===== config.mk =====
export PLATFORM = sky130hd
export DESIGN_NAME = recent_peer_address_table_core
export DESIGN_NICKNAME = d
export VERILOG_FILES = /design/src/design/rpat_pkg.sv /design/src/design/rpat_cell.sv /design/src/design/recent_peer_address_table_core.sv
export SDC_FILE = /design/constraint.sdc
export NUM_CORES = 2
export LEC_CHECK = 0
export BUFFER_PORTS_ARGS = -buffer_cell sky130_fd_sc_hd__buf_2
export CAP_MARGIN = 25
export CORE_ASPECT_RATIO = 2
export CORE_MARGIN = 2
export CORE_UTILIZATION = 30
export CTS_CLUSTER_DIAMETER = 40
export CTS_CLUSTER_SIZE = 16
export DETAILED_ROUTE_END_ITERATION = 10
export RECOVER_POWER = 50
export SLEW_MARGIN = 10
export SYNTH_ARGS = -nofsm -noshare
export SYNTH_HDL_FRONTEND = slang
export SYNTH_SLANG_ARGS = --single-unit

===== constraint.sdc =====
create_clock -name i_clk -period 10.63 [get_ports i_clk]
set_clock_uncertainty 0.05 [all_clocks]
set_input_delay 1.5945 -clock i_clk [delete_from_list [all_inputs] [get_ports i_clk]]
set_output_delay 1.5945 -clock i_clk [all_outputs]
set_load 0.05 [all_outputs]

===== src/design/rpat_pkg.sv =====
// ----------------------------------------------------------------------------
// rpat_pkg
// Shared types and constants for the recent peer address table.
// ----------------------------------------------------------------------------
package rpat_pkg;

    // default number of table slots
    localparam int unsigned TABLE_DEPTH_DEF = 16;

    // field widths
    localparam int unsigned TYPE_W   = 8;
    localparam int unsigned ADDR_W   = 48;
    localparam int unsigned ACTION_W = 2;
    localparam int unsigned COUNT_W  = 5;

    // action codes; code 3 is ignored
    localparam logic [ACTION_W-1:0] ACT_LOOKUP = 2'd0;
    localparam logic [ACTION_W-1:0] ACT_LEARN  = 2'd1;
    localparam logic [ACTION_W-1:0] ACT_CLEAR  = 2'd2;

    // one stored device address
    typedef struct packed {
        logic [TYPE_W-1:0] dev_type;
        logic [ADDR_W-1:0] address;
    } t_entry;

    // control broadcast from the sequencer to every cell
    typedef struct packed {
        logic cmp;          // capture compare result
        logic learn;        // enabled learn, update cycle
        logic clear;        // clear whole list, update cycle
        logic load_tail;    // load key at last used slot (hit or full)
        logic shift_all;    // full and missed: evict oldest
    } t_cell_ctl;

    // sequencer states
    typedef enum logic [1:0] {
        ST_IDLE,
        ST_CMP,
        ST_UPD
    } t_state;

endpackage


===== src/design/rpat_cell.sv =====
// ----------------------------------------------------------------------------
// rpat_cell
// One slot of the table: holds an entry, compares it to the key and takes
// its right neighbour's entry when the list closes up.
// ----------------------------------------------------------------------------
module rpat_cell (
    input  logic                i_clk,
    input  logic                i_rst_n,
    input  rpat_pkg::t_cell_ctl i_ctl,
    input  rpat_pkg::t_entry    i_key,
    input  logic                i_left_valid,   // 1 for the oldest slot
    input  logic                i_right_valid,  // 0 for the newest slot
    input  rpat_pkg::t_entry    i_right_data,
    input  logic                i_shift,        // a match lies left of here
    output logic                o_shift,
    output logic                o_valid,
    output rpat_pkg::t_entry    o_data,
    output logic                o_match,
    output logic                o_last_match
);

    logic             r_valid;
    logic             n_valid;
    rpat_pkg::t_entry r_data;
    rpat_pkg::t_entry n_data;
    logic             r_match;

    logic w_last_used;
    logic w_first_free;
    logic w_load;
    logic w_move;

    // slot position in the packed list
    assign w_last_used  = r_valid & ~i_right_valid;
    assign w_first_free = ~r_valid & i_left_valid;

    assign w_load = i_ctl.learn & (i_ctl.load_tail ? w_last_used : w_first_free);
    assign w_move = i_ctl.learn & (i_ctl.shift_all | i_shift | r_match);

    // next entry
    always_comb begin
        n_valid = r_valid;
        n_data  = r_data;
        if (i_ctl.clear) begin
            n_valid = 1'b0;
        end else if (w_load) begin
            n_valid = 1'b1;
            n_data  = i_key;
        end else if (w_move) begin
            n_valid = i_right_valid;
            n_data  = i_right_data;
        end
    end

    always_ff @(posedge i_clk) begin
        if (!i_rst_n) begin
            r_valid <= 1'b0;
            r_match <= 1'b0;
        end else begin
            r_valid <= n_valid;
            if (i_ctl.cmp) begin
                r_match <= r_valid & (r_data == i_key);
            end
        end
    end

    // payload, no reset
    always_ff @(posedge i_clk) begin
        r_data <= n_data;
    end

    assign o_shift      = i_shift | r_match;
    assign o_valid      = r_valid;
    assign o_data       = r_data;
    assign o_match      = r_match;
    assign o_last_match = r_match & w_last_used;

endmodule


===== src/design/recent_peer_address_table_core.sv =====
// ----------------------------------------------------------------------------
// recent_peer_address_table_core
// Packed list of recent device addresses, oldest first, held in a row of
// cells. Lookup, learn (move to newest or append, evicting oldest) and clear.
// ----------------------------------------------------------------------------
// Flow: each accepted word gets a compare cycle, then an update cycle.
//   The update cycle loads the result, waits while the held result is not taken,
//   can accept the next word and ripples the match flag through the cell row.
// Reset: all slots empty, count zero, enable set.
// ----------------------------------------------------------------------------
module recent_peer_address_table_core #(
    parameter int unsigned TABLE_DEPTH = rpat_pkg::TABLE_DEPTH_DEF
) (
    input  logic        i_clk,
    input  logic        i_rst_n,
    // input stream
    input  logic        i_s_tvalid,
    output logic        o_s_tready,
    input  logic [55:0] i_s_tdata,   // [7:0] device type, [55:8] address
    input  logic [1:0]  i_s_tuser,   // [1:0] action
    // result stream
    output logic        o_m_tvalid,
    input  logic        i_m_tready,
    output logic [7:0]  o_m_tdata,   // [0] matched, [1] changed, [6:2] entry_count
    // configuration
    input  logic        i_cfg_valid,
    output logic        o_cfg_ready,
    input  logic        i_cfg_data   // enable
);

    localparam int unsigned CW = $clog2(TABLE_DEPTH + 1);

    rpat_pkg::t_state    r_state;
    rpat_pkg::t_state    n_state;
    rpat_pkg::t_cell_ctl w_ctl;

    logic                              r_enable;
    logic [rpat_pkg::ACTION_W-1:0]     r_action;
    rpat_pkg::t_entry                  r_key;
    logic [CW-1:0]                     r_count;
    logic [CW-1:0]                     n_count;
    logic                              r_m_valid;
    logic [7:0]                        r_m_data;
    logic [CW+rpat_pkg::COUNT_W-1:0]   w_count_ext;

    logic w_s_accept;
    logic w_out_free;
    logic w_upd;
    logic w_hit;
    logic w_last_hit;
    logic w_full;
    logic w_learn_en;
    logic w_matched;
    logic w_changed;

    logic             w_valid      [TABLE_DEPTH];
    rpat_pkg::t_entry w_data       [TABLE_DEPTH];
    logic             w_shift      [TABLE_DEPTH+1];
    logic [TABLE_DEPTH-1:0] w_match_vec;
    logic [TABLE_DEPTH-1:0] w_last_vec;
    logic [TABLE_DEPTH-1:0] w_valid_vec;

    // configuration register
    assign o_cfg_ready = 1'b1;

    always_ff @(posedge i_clk) begin
        if (!i_rst_n) begin
            r_enable <= 1'b1;
        end else if (i_cfg_valid) begin
            r_enable <= i_cfg_data;
        end
    end

    // handshake
    assign w_out_free = ~r_m_valid | i_m_tready;
    assign w_upd      = (r_state == rpat_pkg::ST_UPD) & w_out_free;
    assign o_s_tready = (r_state == rpat_pkg::ST_IDLE) | w_upd;
    assign w_s_accept = i_s_tvalid & o_s_tready;

    // next state
    always_comb begin
        n_state = r_state;
        case (r_state)
            rpat_pkg::ST_IDLE: begin
                if (w_s_accept) begin
                    n_state = rpat_pkg::ST_CMP;
                end
            end
            rpat_pkg::ST_CMP: begin
                n_state = rpat_pkg::ST_UPD;
            end
            rpat_pkg::ST_UPD: begin
                if (w_out_free) begin
                    n_state = w_s_accept ? rpat_pkg::ST_CMP : rpat_pkg::ST_IDLE;
                end
            end
            default: begin
                n_state = rpat_pkg::ST_IDLE;
            end
        endcase
    end

    always_ff @(posedge i_clk) begin
        if (!i_rst_n) begin
            r_state <= rpat_pkg::ST_IDLE;
        end else begin
            r_state <= n_state;
        end
    end

    // item capture
    always_ff @(posedge i_clk) begin
        if (w_s_accept) begin
            r_action       <= i_s_tuser;
            r_key.dev_type <= i_s_tdata[7:0];
            r_key.address  <= i_s_tdata[55:8];
        end
    end

    // table-wide flags from the cells
    assign w_hit      = w_shift[TABLE_DEPTH];
    assign w_last_hit = |w_last_vec;
    assign w_full     = r_count == CW'(TABLE_DEPTH);
    assign w_learn_en = (r_action == rpat_pkg::ACT_LEARN) & r_enable;

    // cell control
    always_comb begin
        w_ctl           = '0;
        w_ctl.cmp       = r_state == rpat_pkg::ST_CMP;
        w_ctl.learn     = w_upd & w_learn_en;
        w_ctl.clear     = w_upd & (r_action == rpat_pkg::ACT_CLEAR);
        w_ctl.load_tail = w_hit | w_full;
        w_ctl.shift_all = ~w_hit & w_full;
    end

    // row of cells
    assign w_shift[0] = 1'b0;

    genvar g;
    generate
        for (g = 0; g < TABLE_DEPTH; g++) begin : g_cell
            logic             w_left_valid;
            logic             w_right_valid;
            rpat_pkg::t_entry w_right_data;
            logic             w_match;

            if (g == 0) begin : g_first
                assign w_left_valid = 1'b1;
            end else begin : g_inner_l
                assign w_left_valid = w_valid[g-1];
            end

            if (g == TABLE_DEPTH - 1) begin : g_last
                assign w_right_valid = 1'b0;
                assign w_right_data  = '0;
            end else begin : g_inner_r
                assign w_right_valid = w_valid[g+1];
                assign w_right_data  = w_data[g+1];
            end

            rpat_cell u_cell (
                .i_clk         (i_clk),
                .i_rst_n       (i_rst_n),
                .i_ctl         (w_ctl),
                .i_key         (r_key),
                .i_left_valid  (w_left_valid),
                .i_right_valid (w_right_valid),
                .i_right_data  (w_right_data),
                .i_shift       (w_shift[g]),
                .o_shift       (w_shift[g+1]),
                .o_valid       (w_valid[g]),
                .o_data        (w_data[g]),
                .o_match       (w_match),
                .o_last_match  (w_last_vec[g])
            );

            assign w_valid_vec[g] = w_valid[g];
            assign w_match_vec[g] = w_match;
        end
    endgenerate

    // count and result fields
    always_comb begin
        n_count = r_count;
        if (r_action == rpat_pkg::ACT_CLEAR) begin
            n_count = '0;
        end else if (w_learn_en & ~w_hit & ~w_full) begin
            n_count = r_count + CW'(1);
        end
    end

    assign w_matched   = (r_action == rpat_pkg::ACT_LOOKUP) & r_enable & w_hit;
    assign w_changed   = (r_action == rpat_pkg::ACT_CLEAR)
                       | (w_learn_en & ~(w_hit & w_last_hit));
    assign w_count_ext = (CW + rpat_pkg::COUNT_W)'(n_count);

    always_ff @(posedge i_clk) begin
        if (!i_rst_n) begin
            r_count <= '0;
        end else if (w_upd) begin
            r_count <= n_count;
        end
    end

    // output register
    always_ff @(posedge i_clk) begin
        if (!i_rst_n) begin
            r_m_valid <= 1'b0;
        end else if (w_upd) begin
            r_m_valid <= 1'b1;
        end else if (i_m_tready) begin
            r_m_valid <= 1'b0;
        end
    end

    always_ff @(posedge i_clk) begin
        if (w_upd) begin
            r_m_data <= {1'b0, w_count_ext[rpat_pkg::COUNT_W-1:0], w_changed, w_matched};
        end
    end

    assign o_m_tvalid = r_m_valid;
    assign o_m_tdata  = r_m_data;

`ifndef SYNTHESIS
    // count never exceeds the number of slots
    a_count_range: assert property (@(posedge i_clk) disable iff (!i_rst_n)
        r_count <= CW'(TABLE_DEPTH))
        else $error("entry count above table depth");

    // the number of used slots agrees with the count
    a_packed: assert property (@(posedge i_clk) disable iff (!i_rst_n)
        $countones(w_valid_vec) == int'(r_count))
        else $error("valid slots disagree with entry count");

    // an address is held at most once
    a_unique: assert property (@(posedge i_clk) disable iff (!i_rst_n)
        $onehot0(w_match_vec))
        else $error("address matched in more than one slot");

    // an accepted word is always followed by its compare cycle
    a_cmp_follows: assert property (@(posedge i_clk) disable iff (!i_rst_n)
        w_s_accept |=> r_state == rpat_pkg::ST_CMP)
        else $error("compare cycle missing after accept");
`endif

endmodule


==> run metrics <==
Worst VDD drop=117 uV; Switching Share=0.237; clk root buf=clkbuf_16; Min Hold Slack=0.464 ns; Yosys cell types=70; sequential fraction of the synthesis area=0.564; syn_area_per_cell=14.1 sq um; Clk Latency, worst-skew pair=0.77 ns; Worst Hold Class=flop to flop; M1 WL=51500 microns; Slew @ Worst Pin=3.36 ns; synthesis warning total=0; overflow left after global routing=0; Clk pin slew, worst setup/hold paths=0.05 ns; Seq cells post-synth=1002; Top Layer Used=met5; Post-synth top flop=edfxtp_1; Fmax=0.146 GHz; EDFF count, synth=961; status=complete, but fails checks; register share of total power=0.467; Final Cell Area=59500 sq um; setup TNS=0 ns; Register-to-Register Setup Slack=3.76 ns; Tmin final=6.87 ns; Max FO, Critical Path=57; Mapped Cells=3739; multi-input logic area=21300 sq um; failing checks=capacitance limit, slew limit; hold_sp=g_cell[3].u_cell.o_match; Leak=19.1 nW; vias=30500; synthesized net count=3805; Crit-path slowest cell=clkbuf_1; largest net degree at the start of global routing=59; initial antenna violation count=15; Nets=3814; Total GRT Usage=0.197; Max clock buf depth=3; Gate power share=0.058; vias in the first global route=31800; Initial DRC Count=2266; Detailed Route WL=176000 microns; Critical Path AT=7.30 ns; H-tree levels=4; routed vias/inst=4.96; Fin. Hold Viols=0; Routed Antenna Nets=0; PD cells=155 nW/um^2; I/O pin total=75; Async SR Flop Fraction=0; Post CTS Setup Buffer Count=0; crit share post-route=0.647; fillcell total=16900; CP Class=flop to flop; first-pass GRT wire length=243000 microns; TritonCTS clock tree=done; TritonCTS Buffers=130; Pins Over Slew Limit=1302; Finish-stage setup viols=0; MaxCap Viol Count=26; most frequent CP cell=nor2_1; post-CTS sizing=0; clk sinks=1002; FF+latch area=29700 sq um; Initial Util=0.301; clock network power share=0.475; core area=175000 sq um; layout overhead on the synthesized area=13.2%; dpl hpwl=133000 microns; critical path data required time=11.06 ns; post-place instance area=55500 sq um; met3 wire length=6360 microns; CTS Hold Bufs=0; number of port buffers=72; Cell Area, Synth=52600 sq um; die height=596 microns; internal power=7.02 mW; Post-route DRC=0; chip width=300 microns; row count=217; crit path launch=g_cell[1].u_cell.o_match; CP peak stage delay=2.29 ns; met2 routed WL=95800 microns; Sw Pwr=2.18 mW; RSZ-0062 raised after global routing=false; Tot Pwr=9.21 mW; share of cells above drive strength 1=0.305; DRT Pass-1 Iters=7; GP Congestion=0.995; Critical Path Start Type=flop; die area=179000 sq um; Critical Path Sink Type=flop; RR Startpoint=g_cell[1].u_cell.o_match; CP Cell Sequence=nor4_1, nand4_1, nor2_1, nor2_1, o21ai_4, clkbuf_1, mux2_2; wire per inst=28.6 microns; Max-Slew Margin vs Limit=-1.24
-- power groups by stage --
stage | combinational [mW] | clock, mW | sequential, mW
detailed placement | 0.529 | 0 | 4.38
floorplan | 0.282 | 0 | 4.37
finish | 0.535 | 4.37 | 4.30
CTS | 0.531 | 4.45 | 4.29
global route | 0.554 | 4.60 | 4.29
global placement | 0.529 | 0 | 4.38
-- worst max-delay path, delay by kind of cell (launching register included) --
family          cells  cell delay, ns
simple gates        4            2.97
buf+inv             1            2.29
mux                 1            0.49
flops               1            0.45
compound gates      1            0.22
-- final cells by class --
class	instances	area share
flip-flops and latches	1002	0.499
multi-input cells	2370	0.358
clock buffers	154	0.0583
well taps	2299	0.0483
repair buffers	207	0.0209
clock inverters	79	0.0131
inverters	37	0.00233
diodes	2	0.0000841
-- state kept, by name (all words and copies together), names as in the netlist --
name and count:
g_cell.u_cell.o_data 896, g_cell.u_cell.o_match 16, g_cell.u_cell.o_valid 16, o_m_tdata 7, o_m_tvalid 1, r_action 2
r_count 5, r_enable 1, r_key 56, r_state 2
-- path summary, 6_finish.rpt --
| path | to | cells past startpoint |
|---|---|---|
| worst max-delay path | g_cell[12].u_cell.o_data[33] | 7 |
| worst max register to register | g_cell[12].u_cell.o_data[33] | 7 |
| worst min-delay path | g_cell[3].u_cell.o_match | 2 |
| worst min register to register | g_cell[3].u_cell.o_match | 2 |
-- Yosys cell counts, types with 4 or more instances --
cell type | count | area share
mux2_4 | 29 | 0.0083
nand4_1 | 116 | 0.014
nand3_1 | 6 | 0.00057
mux2i_1 | 18 | 0.0034
a21boi_0 | 4 | 0.00057
o21ai_1 | 4 | 0.00038
xnor2_1 | 334 | 0.056
mux2_2 | 777 | 0.17
a31oi_1 | 4 | 0.00048
buf_6 | 8 | 0.0017
buf_4 | 33 | 0.0047
a32oi_1 | 14 | 0.0023
a22o_1 | 4 | 0.00067
a21oi_1 | 28 | 0.0027
and2_1 | 48 | 0.0057
or3_1 | 5 | 0.00059
mux2_1 | 25 | 0.0054
buf_2 | 52 | 0.0049
o21ai_0 | 36 | 0.0034
nor2_1 | 39 | 0.0028
nor3_1 | 41 | 0.0039
nor2b_1 | 23 | 0.0027
dfxtp_1 | 41 | 0.016
clkbuf_1 | 190 | 0.014
o41ai_1 | 4 | 0.00067
nand2b_1 | 18 | 0.0021
inv_1 | 37 | 0.0026
xor2_1 | 547 | 0.091
buf_1 | 47 | 0.0034
or4_1 | 6 | 0.00086
edfxtp_1 | 961 | 0.55
nor4_1 | 157 | 0.019
nand2_1 | 31 | 0.0022
-- per-stage QoR --
stage / std cells / setup slack (ns) / util
after global placement: 5905 / 5.78 / 0.318
after CTS: 6142 / 6.42 / 0.342
after floorplan: 3739 / 3.52 / -
after detailed placement: 5909 / 5.78 / 0.318
final: 6150 / 3.76 / 0.341
after global routing: 6149 / 3.43 / 0.341
-- kinds of logic after synthesis --
family | synth area share
muxes | 0.184
AOI/OAI and AO/OA | 0.0165
other | 0.000143
xor gates and xnor gates | 0.147
adders and majority gates | 0.000476
buffers and inverters | 0.0309
and+or+nand+nor | 0.0573
DFF | 0.564
-- layout by cell type (no fill, tap or decap), types with 38 or more instances in the layout --
master	n
buf_2	52
buf_4	107
clkbuf_1	66
clkbuf_16	136
dfxtp_1	41
edfxtp_1	961
mux2_1	55
mux2_2	776
nand4_1	117
nor2_1	38
nor3_1	42
nor4_1	157
xnor2_1	334
xor2_1	546
-- per-layer routing --
layer	vias up	track usage
met5	-	0
met2	874	0.372
met3	468	0.0294
met1	15400	0.167
met4	4	0.203
li1	13800	-
Power figures use the tool's default switching activity.
